## src/sv/fcd_pkg.sv

```systemverilog
package fcd_pkg;

   localparam int DEF_MAX_WIDTH  = 256;
   localparam int DEF_MAX_HEIGHT = 256;
   localparam int DEF_MAX_RADIUS = 63;

   localparam int DIM_W   = 9;
   localparam int CRD_W   = 10;
   localparam int RAD_W   = 6;
   localparam int CHAN_W  = 8;
   localparam int PIX_W   = 3 * CHAN_W;
   localparam int COUNT_W = 14;
   localparam int OPC_W   = 2;
   localparam int CSR_IDX_W = 1;

   localparam int REQ_DATA_W = 56;
   localparam int RSP_DATA_W = 40;

   localparam logic [OPC_W-1:0] OP_DRAW  = 2'd0;
   localparam logic [OPC_W-1:0] OP_WRITE = 2'd1;
   localparam logic [OPC_W-1:0] OP_READ  = 2'd2;
   localparam logic [OPC_W-1:0] OP_NOP   = 2'd3;

   localparam logic [CSR_IDX_W-1:0] CSR_IMAGE_WIDTH  = 1'd0;
   localparam logic [CSR_IDX_W-1:0] CSR_IMAGE_HEIGHT = 1'd1;

   localparam logic [DIM_W-1:0] DIM_RESET = 9'd256;

   typedef enum logic [1:0] {
      ST_IDLE,
      ST_SCAN,
      ST_DONE
   } fcd_state_type;

   typedef struct packed {
      logic valid;
      logic last;
      logic in_img;
      logic hit;
   } pix_type;

endpackage

```

## src/sv/fcd_scan.sv

```systemverilog
module fcd_scan
   import fcd_pkg::*;
#(
   parameter int MAX_RADIUS = DEF_MAX_RADIUS,
   parameter int AW         = $clog2(DEF_MAX_WIDTH * DEF_MAX_HEIGHT)
) (
   input  logic                                 clock,
   input  logic                                 reset,
   input  logic                                 start,
   input  logic signed [CRD_W-1:0]              center_x,
   input  logic signed [CRD_W-1:0]              center_y,
   input  logic [$clog2(MAX_RADIUS + 1)-1:0]    radius,
   input  logic [DIM_W-1:0]                     width,
   input  logic [DIM_W-1:0]                     height,
   output pix_type                              pix,
   output logic [AW-1:0]                        addr
);

   localparam int RW   = $clog2(MAX_RADIUS + 1);
   localparam int OW   = RW + 1;
   localparam int XW   = ((CRD_W > OW) ? CRD_W : OW) + 1;
   localparam int SQW  = 2 * RW;
   localparam int PRDW = 2 * DIM_W;

   logic                  busy_ff, busy_in;
   logic signed [OW-1:0]  dx_ff, dx_in, dy_ff, dy_in;
   logic signed [OW-1:0]  r_s;
   logic [RW-1:0]         r_ff;
   logic [SQW-1:0]        rr_ff;
   logic signed [XW-1:0]  cx_ff, cy_ff;
   logic [DIM_W-1:0]      w_ff, h_ff;
   logic                  last0;

   logic                  v1_ff, last1_ff;
   logic signed [XW-1:0]  x1_ff, y1_ff;
   logic [SQW-1:0]        sqx_ff, sqy_ff;
   logic signed [2*OW-1:0] px, py;

   logic                  in_img;
   logic [SQW:0]          sq_sum;
   logic [PRDW-1:0]       prod;
   pix_type               pix_ff;
   logic [AW-1:0]         addr_ff;

   assign r_s   = $signed({1'b0, r_ff});
   assign last0 = (dx_ff == r_s) && (dy_ff == r_s);

   always_comb begin
      busy_in = busy_ff;
      dx_in   = dx_ff;
      dy_in   = dy_ff;
      if (start) begin
         busy_in = 1'b1;
         dx_in   = -$signed({1'b0, radius});
         dy_in   = -$signed({1'b0, radius});
      end else if (busy_ff) begin
         if (dx_ff == r_s) begin
            dx_in = -r_s;
            dy_in = dy_ff + OW'(1);
            if (dy_ff == r_s) begin
               busy_in = 1'b0;
            end
         end else begin
            dx_in = dx_ff + OW'(1);
         end
      end
   end

   always_ff @(posedge clock) begin
      if (reset) begin
         busy_ff <= 1'b0;
      end else begin
         busy_ff <= busy_in;
      end
   end

   always_ff @(posedge clock) begin
      dx_ff <= dx_in;
      dy_ff <= dy_in;
      if (start) begin
         r_ff  <= radius;
         rr_ff <= SQW'(radius) * SQW'(radius);
         cx_ff <= XW'(center_x);
         cy_ff <= XW'(center_y);
         w_ff  <= width;
         h_ff  <= height;
      end
   end

   assign px = dx_ff * dx_ff;
   assign py = dy_ff * dy_ff;

   always_ff @(posedge clock) begin
      if (reset) begin
         v1_ff <= 1'b0;
      end else begin
         v1_ff <= busy_ff;
      end
   end

   always_ff @(posedge clock) begin
      last1_ff <= last0;
      x1_ff    <= cx_ff + XW'(dx_ff);
      y1_ff    <= cy_ff + XW'(dy_ff);
      sqx_ff   <= px[SQW-1:0];
      sqy_ff   <= py[SQW-1:0];
   end

   assign in_img = !x1_ff[XW-1] && !y1_ff[XW-1]
                   && ($unsigned(x1_ff) < XW'(w_ff))
                   && ($unsigned(y1_ff) < XW'(h_ff));
   assign sq_sum = {1'b0, sqx_ff} + {1'b0, sqy_ff};
   assign prod   = PRDW'(y1_ff[DIM_W-1:0] * w_ff) + PRDW'(x1_ff[DIM_W-1:0]);

   always_ff @(posedge clock) begin
      if (reset) begin
         pix_ff.valid <= 1'b0;
      end else begin
         pix_ff.valid <= v1_ff;
      end
   end

   always_ff @(posedge clock) begin
      pix_ff.last   <= last1_ff;
      pix_ff.in_img <= in_img;
      pix_ff.hit    <= in_img && (sq_sum <= {1'b0, rr_ff});
      addr_ff       <= AW'(prod);
   end

   assign pix  = pix_ff;
   assign addr = addr_ff;

endmodule

```

## config.mk

```make
export PLATFORM = sky130hd
export DESIGN_NAME = fcd_scan
export DESIGN_NICKNAME = d
export VERILOG_FILES = /design/src/sv/fcd_pkg.sv /design/src/sv/fcd_scan.sv
export SDC_FILE = /design/constraint.sdc
export NUM_CORES = 1
export LEC_CHECK = 0
export ABC_AREA = 1
export BUFFER_PORTS_ARGS = -buffer_cell sky130_fd_sc_hd__buf_2
export CAP_MARGIN = 30
export CORE_MARGIN = 2
export CORE_UTILIZATION = 43
export CTS_BUF_LIST = sky130_fd_sc_hd__clkbuf_2 sky130_fd_sc_hd__clkbuf_4 sky130_fd_sc_hd__clkbuf_8
export DETAILED_ROUTE_END_ITERATION = 10
export PLACE_DENSITY = 0.67
export SETUP_SLACK_MARGIN = 0.1
export SLEW_MARGIN = 40
export SYNTH_ARGS = -nofsm -noshare
export SYNTH_HDL_FRONTEND = slang
export SYNTH_SLANG_ARGS = --single-unit
```

## constraint.sdc

```tcl
create_clock -name clock -period 7.7 [get_ports clock]
set_input_delay 0.77 -clock clock [delete_from_list [all_inputs] [get_ports clock]]
set_output_delay 0.77 -clock clock [all_outputs]
set_load 0.05 [all_outputs]
```

# ---- After elaboration in Yosys (flattened, before gate mapping)
# Cells that the tools add are included.
dict set report classes {
  addsub 8
  multipliers 4
  magnitude_cmp 3
  eq_ne 2
  n_mux 10
  reduce_logical 10
}
# op n
set op_table {}
lappend op_table {{two-way mux 7 bit} 6}
lappend op_table {{multiplier 7 x 7 -> 12 bit} 2}
lappend op_table {{adder 10 x 7 -> 11 bit} 2}
lappend op_table {{less-than comparator 11 x 9 -> 1 bit} 2}
lappend op_table {{adder 16 x 9 -> 16 bit} 1}
lappend op_table {{multiplier 9 x 9 -> 16 bit} 1}
lappend op_table {{adder 7 x 2 -> 7 bit (second input constant)} 2}
lappend op_table {{== test 7 bit} 2}
lappend op_table {{negator 6 -> 7 bit} 2}
lappend op_table {{adder 12 x 12 -> 13 bit} 1}
lappend op_table {{<= comparator 13 x 12 -> 1 bit} 1}
lappend op_table {{multiplier 6 x 6 -> 12 bit} 1}
lappend op_table {{logical AND 1 bit} 5}
lappend op_table {{two-way mux 1 bit} 4}
lappend op_table {{nonzero test 2 bit} 2}
lappend op_table {{logical NOT 1 bit} 2}
lappend op_table {{AND reduction 2 bit} 1}
dict set report word_totals {
  register_bits 139
  in_bits 47
  out_inout_bits 20
  elab_cells 57
}

# ---- Depth between registers and ports, before layout
dict set report logic_depth {
  word_depth 5
  ltp_mapped 23
  mapped_depth_nobuf 22
}

# ---- Worst setup path before layout
# Ideal clock, no wire load.
dict set report synth_timing {
  kind {register to register}
  start {reg y1_ff[0]}
  end {reg addr_ff[15], in the netlist addr[15]}
  setup_ns 0.119
  arrival_time_ns 4.409
  required_ns 7.581
  path_slack_ns 3.172
  path_stages_with_launch 21
  n_path_buf 1
  synth_period_minus_slack_ns 4.528
  cell_sequence {dfxtp_1 > clkbuf_1 > nand2_1 > fa_1 > fa_1 > inv_1 > fa_1 > fa_1 > inv_1 > fa_1 > inv_1 > ha_1 > a21o_1 > inv_1 > nor2_1 > nor2_1 > nand3_1 > nand2_1 > inv_1 > o21ai_0 > nand2_1}
}
dict set report synth_via {
  elab_chain_len 2
}
# item line
set synth_lines {}
lappend synth_lines {{start, declared} fcd_scan.sv:35} ;# logic signed [XW-1:0] x1_ff, y1_ff;
lappend synth_lines {{start signal, assigned} fcd_scan.sv:104} ;# y1_ff <= cy_ff + XW'(dy_ff);
lappend synth_lines {{multiplier 9 x 9 -> 16 bit} fcd_scan.sv:113} ;# assign prod = PRDW'(y1_ff[DIM_W-1:0] * w_ff) + PRDW'(x1_ff[DIM_W-1:0]);
lappend synth_lines {{adder 16 x 9 -> 16 bit} fcd_scan.sv:113}
lappend synth_lines {{net prod[15]} fcd_scan.sv:41} ;# logic [PRDW-1:0] prod;
lappend synth_lines {{end signal, assigned} fcd_scan.sv:127} ;# addr_ff <= AW'(prod);
lappend synth_lines {{end, declared} fcd_scan.sv:43} ;# logic [AW-1:0] addr_ff;
# The timed path passes the listed nets, and every way through them passes these cells.
# A chain may end at the register's enable or synchronous reset.

# ---- Final worst setup path
dict set report layout_timing {
  start {reg y1_ff[5]}
  end {reg addr_ff[14], in the netlist addr[14]}
}
# The elaborated chain is that of the path after synthesis.

==> tab_implementation.tex <==
\begin{tabular}{lr}
\hline
Metric & Value \\
\hline
\multicolumn{2}{l}{\textbf{Status}} \\
\quad Status & finished clean \\
\multicolumn{2}{l}{\textbf{Yosys}} \\
\quad Async SR Flop Fraction & 0\% \\
\quad Count of flip-flops with a built-in enable after synthesis & 68 \\
\quad Post-synthesis xor/xnor area fraction & 5.89\% \\
\quad Post-synthesis sequential element count & approximately 140 \\
\quad Distinct cell type count of the synthesized netlist & 41 \\
\quad Complex-gate fraction of the synthesized area & around 5.9\% \\
\quad Netlist area before placement & 12800 um2 \\
\quad Synth Net Count & 1819 \\
\quad Synth Area in Simple Gates & 15.3\% \\
\quad Syn\_area\_per\_cell & 8.59 um2 \\
\quad Yosys warning total & 0 \\
\quad Post-Synth Adder-Cell Area & 34.7\% \\
\quad Mapped Cells & 1489 \\
\quad Mux contribution to synthesized area & 0\% \\
\quad Leading register cell type out of synthesis & sky130\_fd\_sc\_hd\_\_edfxtp\_1 \\
\quad Sequential area share after synthesis & 26.5\% \\
\quad Largest family of logic cells by synthesized area & adder cells \\
\multicolumn{2}{l}{\textbf{Routing}} \\
\quad Residual DRC count & 0 \\
\quad Total Wirelength & 27300 um \\
\quad Average vias per placed instance & 4.87 \\
\quad First-iteration detailed-routing DRC count & 503 \\
\quad Antenna-violating nets left & 0 \\
\quad Wire per inst & roughly 14 um \\
\quad Number of vias in the routed layout & 9443 \\
\quad Initial DRT Pass Iterations & 5 \\
\multicolumn{2}{l}{\textbf{Finish}} \\
\quad Finished Cell Area & 13800 um2 \\
\quad Nets@finish & 1868 \\
\quad Register area & $\sim$3400 um2 \\
\quad N\_diodes & 0 \\
\quad Area Growth Syn to Fin & 8.16\% \\
\quad Filler cells & 2889 \\
\quad Multi-input gate area & 7920 um2 \\
\quad Share of cells above drive strength 1 & 7.54\% \\
\multicolumn{2}{l}{\textbf{Run}} \\
\quad Max-cap check violation count & 0 \\
\multicolumn{2}{l}{\textbf{Global routing}} \\
\quad Wire length of the first global-routing pass & 46000 um \\
\quad Pin count of the biggest net entering global routing & 65 \\
\quad Total global routing track utilization & between 10\% and 20\% \\
\quad Number of antenna violations at the first check in global routing & 0 \\
\quad Vias in the first global route & 9549 \\
\quad Overflow left after global routing & 0 \\
\multicolumn{2}{l}{\textbf{Floorplanning}} \\
\quad Initial Util & between 40\% and 50\% \\
\quad Die Span X & 176 um \\
\quad Floorplan row count & 63 \\
\quad I/O pin total & 67 \\
\quad Area enclosed by the die boundary & about 31000 um2 \\
\quad Die boundary height & 176 um \\
\quad Core area & 29500 um2 \\
\multicolumn{2}{l}{\textbf{Setup path}} \\
\quad Path type of the worst setup path & reg -> reg \\
\quad Critical path, cell by cell & nand2\_1 > fa\_1 > inv\_1 > fa\_1 > inv\_1 > fa\_1 > inv\_1 > fa\_1 > inv\_1 > fa\_1 > inv\_1 > ha\_1 > a21oi\_1 > o21ai\_0 > nand2\_1 > nor3b\_1 > nand2\_1 > nand2\_1 > nand2\_1 \\
\quad Slowest cell delay on critical path & 570 ps \\
\quad Required arrival time at the worst endpoint & around 8100 ps \\
\quad Startpoint types & register \\
\quad Capturing element type of the critical path & register \\
\quad Arrival time worst endpoint & 5190 ps \\
\quad Library cell contributing the largest single delay on the critical path & sky130\_fd\_sc\_hd\_\_dfxtp\_1 \\
\quad Maximum net fanout on the critical path & 10 \\
\multicolumn{2}{l}{\textbf{CTS}} \\
\quad H-tree depth & 4 \\
\quad TritonCTS clock tree & yes \\
\quad Buffer depth of the longest clock path & 2 \\
\quad Clock buffer count from CTS & 17 \\
\quad Post-CTS setup-driven buffer insertion count & 0 \\
\quad Post-CTS Hold Fix Bufs & 0 \\
\quad CTS sink cnt & 135 \\
\quad Post-cts repair resize count & 0 \\
\quad Clock slew seen by the registers of the worst setup and hold paths & 90 ps \\
\quad Insertion delay to the later sink of the worst-skew pair & $\sim$470 ps \\
\quad CTS root buffer & sky130\_fd\_sc\_hd\_\_clkbuf\_8 \\
\multicolumn{2}{l}{\textbf{Timing}} \\
\quad Clock skew & 15.6 ps \\
\quad Max-Slew Margin vs Limit & 52.5\% \\
\quad Fin crit share & 62.5\% \\
\quad Final-layout setup total negative slack & 0 ps \\
\quad Count of final setup violators & 0 \\
\quad Min setup slack post-route & 2890 ps \\
\quad Actual transition at the worst max-transition pin & 708 ps \\
\quad Maximum clock frequency & 0.208 GHz \\
\quad Max Transition Viols Final & 0 \\
\quad Final worst path period need & 4810 ps \\
\quad Hold Fails Final Rpt & 0 \\
\quad Setup repair after global routing missed its margin & no \\
\multicolumn{2}{l}{\textbf{Placed design}} \\
\quad DPL Wire Length & 22100 um \\
\quad Standard cell area after detailed placement & 13400 um2 \\
\quad RD Place Congestion & 0.887 \\
\quad Pre-CTS setup slack & 2920 ps \\
\quad Port Buffer Count & 66 \\
\multicolumn{2}{l}{\textbf{Min path}} \\
\quad Tightest Hold Check Type & reg -> reg \\
\hline
\end{tabular}
-- cells in the mapped netlist (11+ instances only) --
cell / n / area (um2)
sky130_fd_sc_hd__nor2_1: 58 / 218
sky130_fd_sc_hd__edfxtp_1: 68 / 2040
sky130_fd_sc_hd__dfxtp_1: 67 / 1340
sky130_fd_sc_hd__fa_1: 120 / 2400
sky130_fd_sc_hd__a21oi_1: 63 / 315
sky130_fd_sc_hd__xor2_1: 60 / 526
sky130_fd_sc_hd__a21o_1: 12 / 90.1
sky130_fd_sc_hd__o21ai_0: 38 / 190
sky130_fd_sc_hd__nand3_1: 58 / 290
sky130_fd_sc_hd__clkbuf_1: 26 / 97.6
sky130_fd_sc_hd__nand2_1: 306 / 1150
sky130_fd_sc_hd__ha_1: 163 / 2040
sky130_fd_sc_hd__inv_1: 343 / 1290
sky130_fd_sc_hd__xnor2_1: 26 / 228
sky130_fd_sc_hd__nand4_1: 11 / 68.8
-- path summary, 6_finish.rpt --
path	start	to	slack, ps	cells after the start
worst max-delay path	y1_ff[5]	addr[14]	2890	19
worst min-delay path	last1_ff	pix[2]	340	0
worst max register to register	y1_ff[5]	addr[14]	2890	19
worst min register to register	last1_ff	pix[2]	340	0
-- worst max-delay path: cells and delay by family (launching register included) --
kind	cells	cell delay, ps
flops	1	570
fa+ha+maj	6	2890
buf+inv	5	250
simple gates	6	670
compound gates	2	330
-- cell families (layout without fill, tap and decap cells) --
| kind of cell | after synthesis | in the layout |
|---|---|---|
| AND/OR/NAND/NOR | 465 | 465 |
| adder cells (fa/ha/maj) | 283 | 283 |
| AO/OA/AOI/OAI | 134 | 134 |
| flip-flops | 135 | 135 |
| buffers and inverters | 386 | 448 |
| XOR/XNOR | 86 | 86 |
-- flip-flops by register name, indices dropped and copies added, names as in the netlist, 6 cells and up --
register / count
r_ff: 6
sqx_ff: 11
cx_ff: 10
rr_ff: 10
sqy_ff: 11
h_ff: 9
dy_ff: 7
x1_ff: 11
w_ff: 9
dx_ff: 7
cy_ff: 10
y1_ff: 11
addr: 16
-- layer usage --
| layer | track usage (%) | wire (um) |
|---|---|---|
| met5 | 0 | 0 |
| met4 | 6.27 | 659 |
| met3 | 2.13 | 962 |
| met2 | 33.1 | 13700 |
| met1 | 23.6 | 12000 |
-- cell usage in the layout, fill, tap and decap left out, types with 3 or more instances in the layout --
master | synthesis | layout
sky130_fd_sc_hd__nand4_1 | 11 | 11
sky130_fd_sc_hd__xnor2_1 | 26 | 26
sky130_fd_sc_hd__nand2_1 | 306 | 306
sky130_fd_sc_hd__inv_6 | 0 | 4
sky130_fd_sc_hd__or2_2 | 6 | 6
sky130_fd_sc_hd__nand3b_1 | 7 | 7
sky130_fd_sc_hd__o211ai_1 | 3 | 3
sky130_fd_sc_hd__a21o_1 | 12 | 12
sky130_fd_sc_hd__ha_1 | 163 | 163
sky130_fd_sc_hd__xor2_1 | 60 | 60
sky130_fd_sc_hd__inv_2 | 4 | 4
sky130_fd_sc_hd__nand3_1 | 58 | 58
sky130_fd_sc_hd__inv_4 | 2 | 3
sky130_fd_sc_hd__inv_1 | 343 | 343
sky130_fd_sc_hd__buf_2 | 6 | 66
sky130_fd_sc_hd__o21ai_0 | 38 | 38
sky130_fd_sc_hd__nor3_1 | 9 | 9
sky130_fd_sc_hd__a31oi_1 | 4 | 4
sky130_fd_sc_hd__nor2_1 | 58 | 58
sky130_fd_sc_hd__edfxtp_1 | 68 | 68
sky130_fd_sc_hd__clkbuf_8 | 0 | 17
sky130_fd_sc_hd__dfxtp_1 | 67 | 67
sky130_fd_sc_hd__clkinvlp_4 | 0 | 3
sky130_fd_sc_hd__fa_1 | 120 | 120
sky130_fd_sc_hd__a21oi_1 | 63 | 63
-- area by class of cell --
class / instances / area share [%]
multi-input combinational: 968 / 57.2
sequential: 135 / 24.5
inverter: 349 / 9.51
tap: 390 / 3.53
timing repair buffer: 67 / 2.47
clock buffer: 18 / 1.75
clock inverter: 14 / 1.08
-- metrics by stage --
step,hold WS [ps],utilization (%),std cells
global route,343,46.9,1941
floorplan,310,-,1489
global placement,318,45.6,1909
finish,335,46.9,1941
detailed placement,323,45.6,1909
CTS,341,46.9,1941
Power is not shown: default switching activity piles up to over one toggle a cycle in this logic, so the estimate is an artifact.
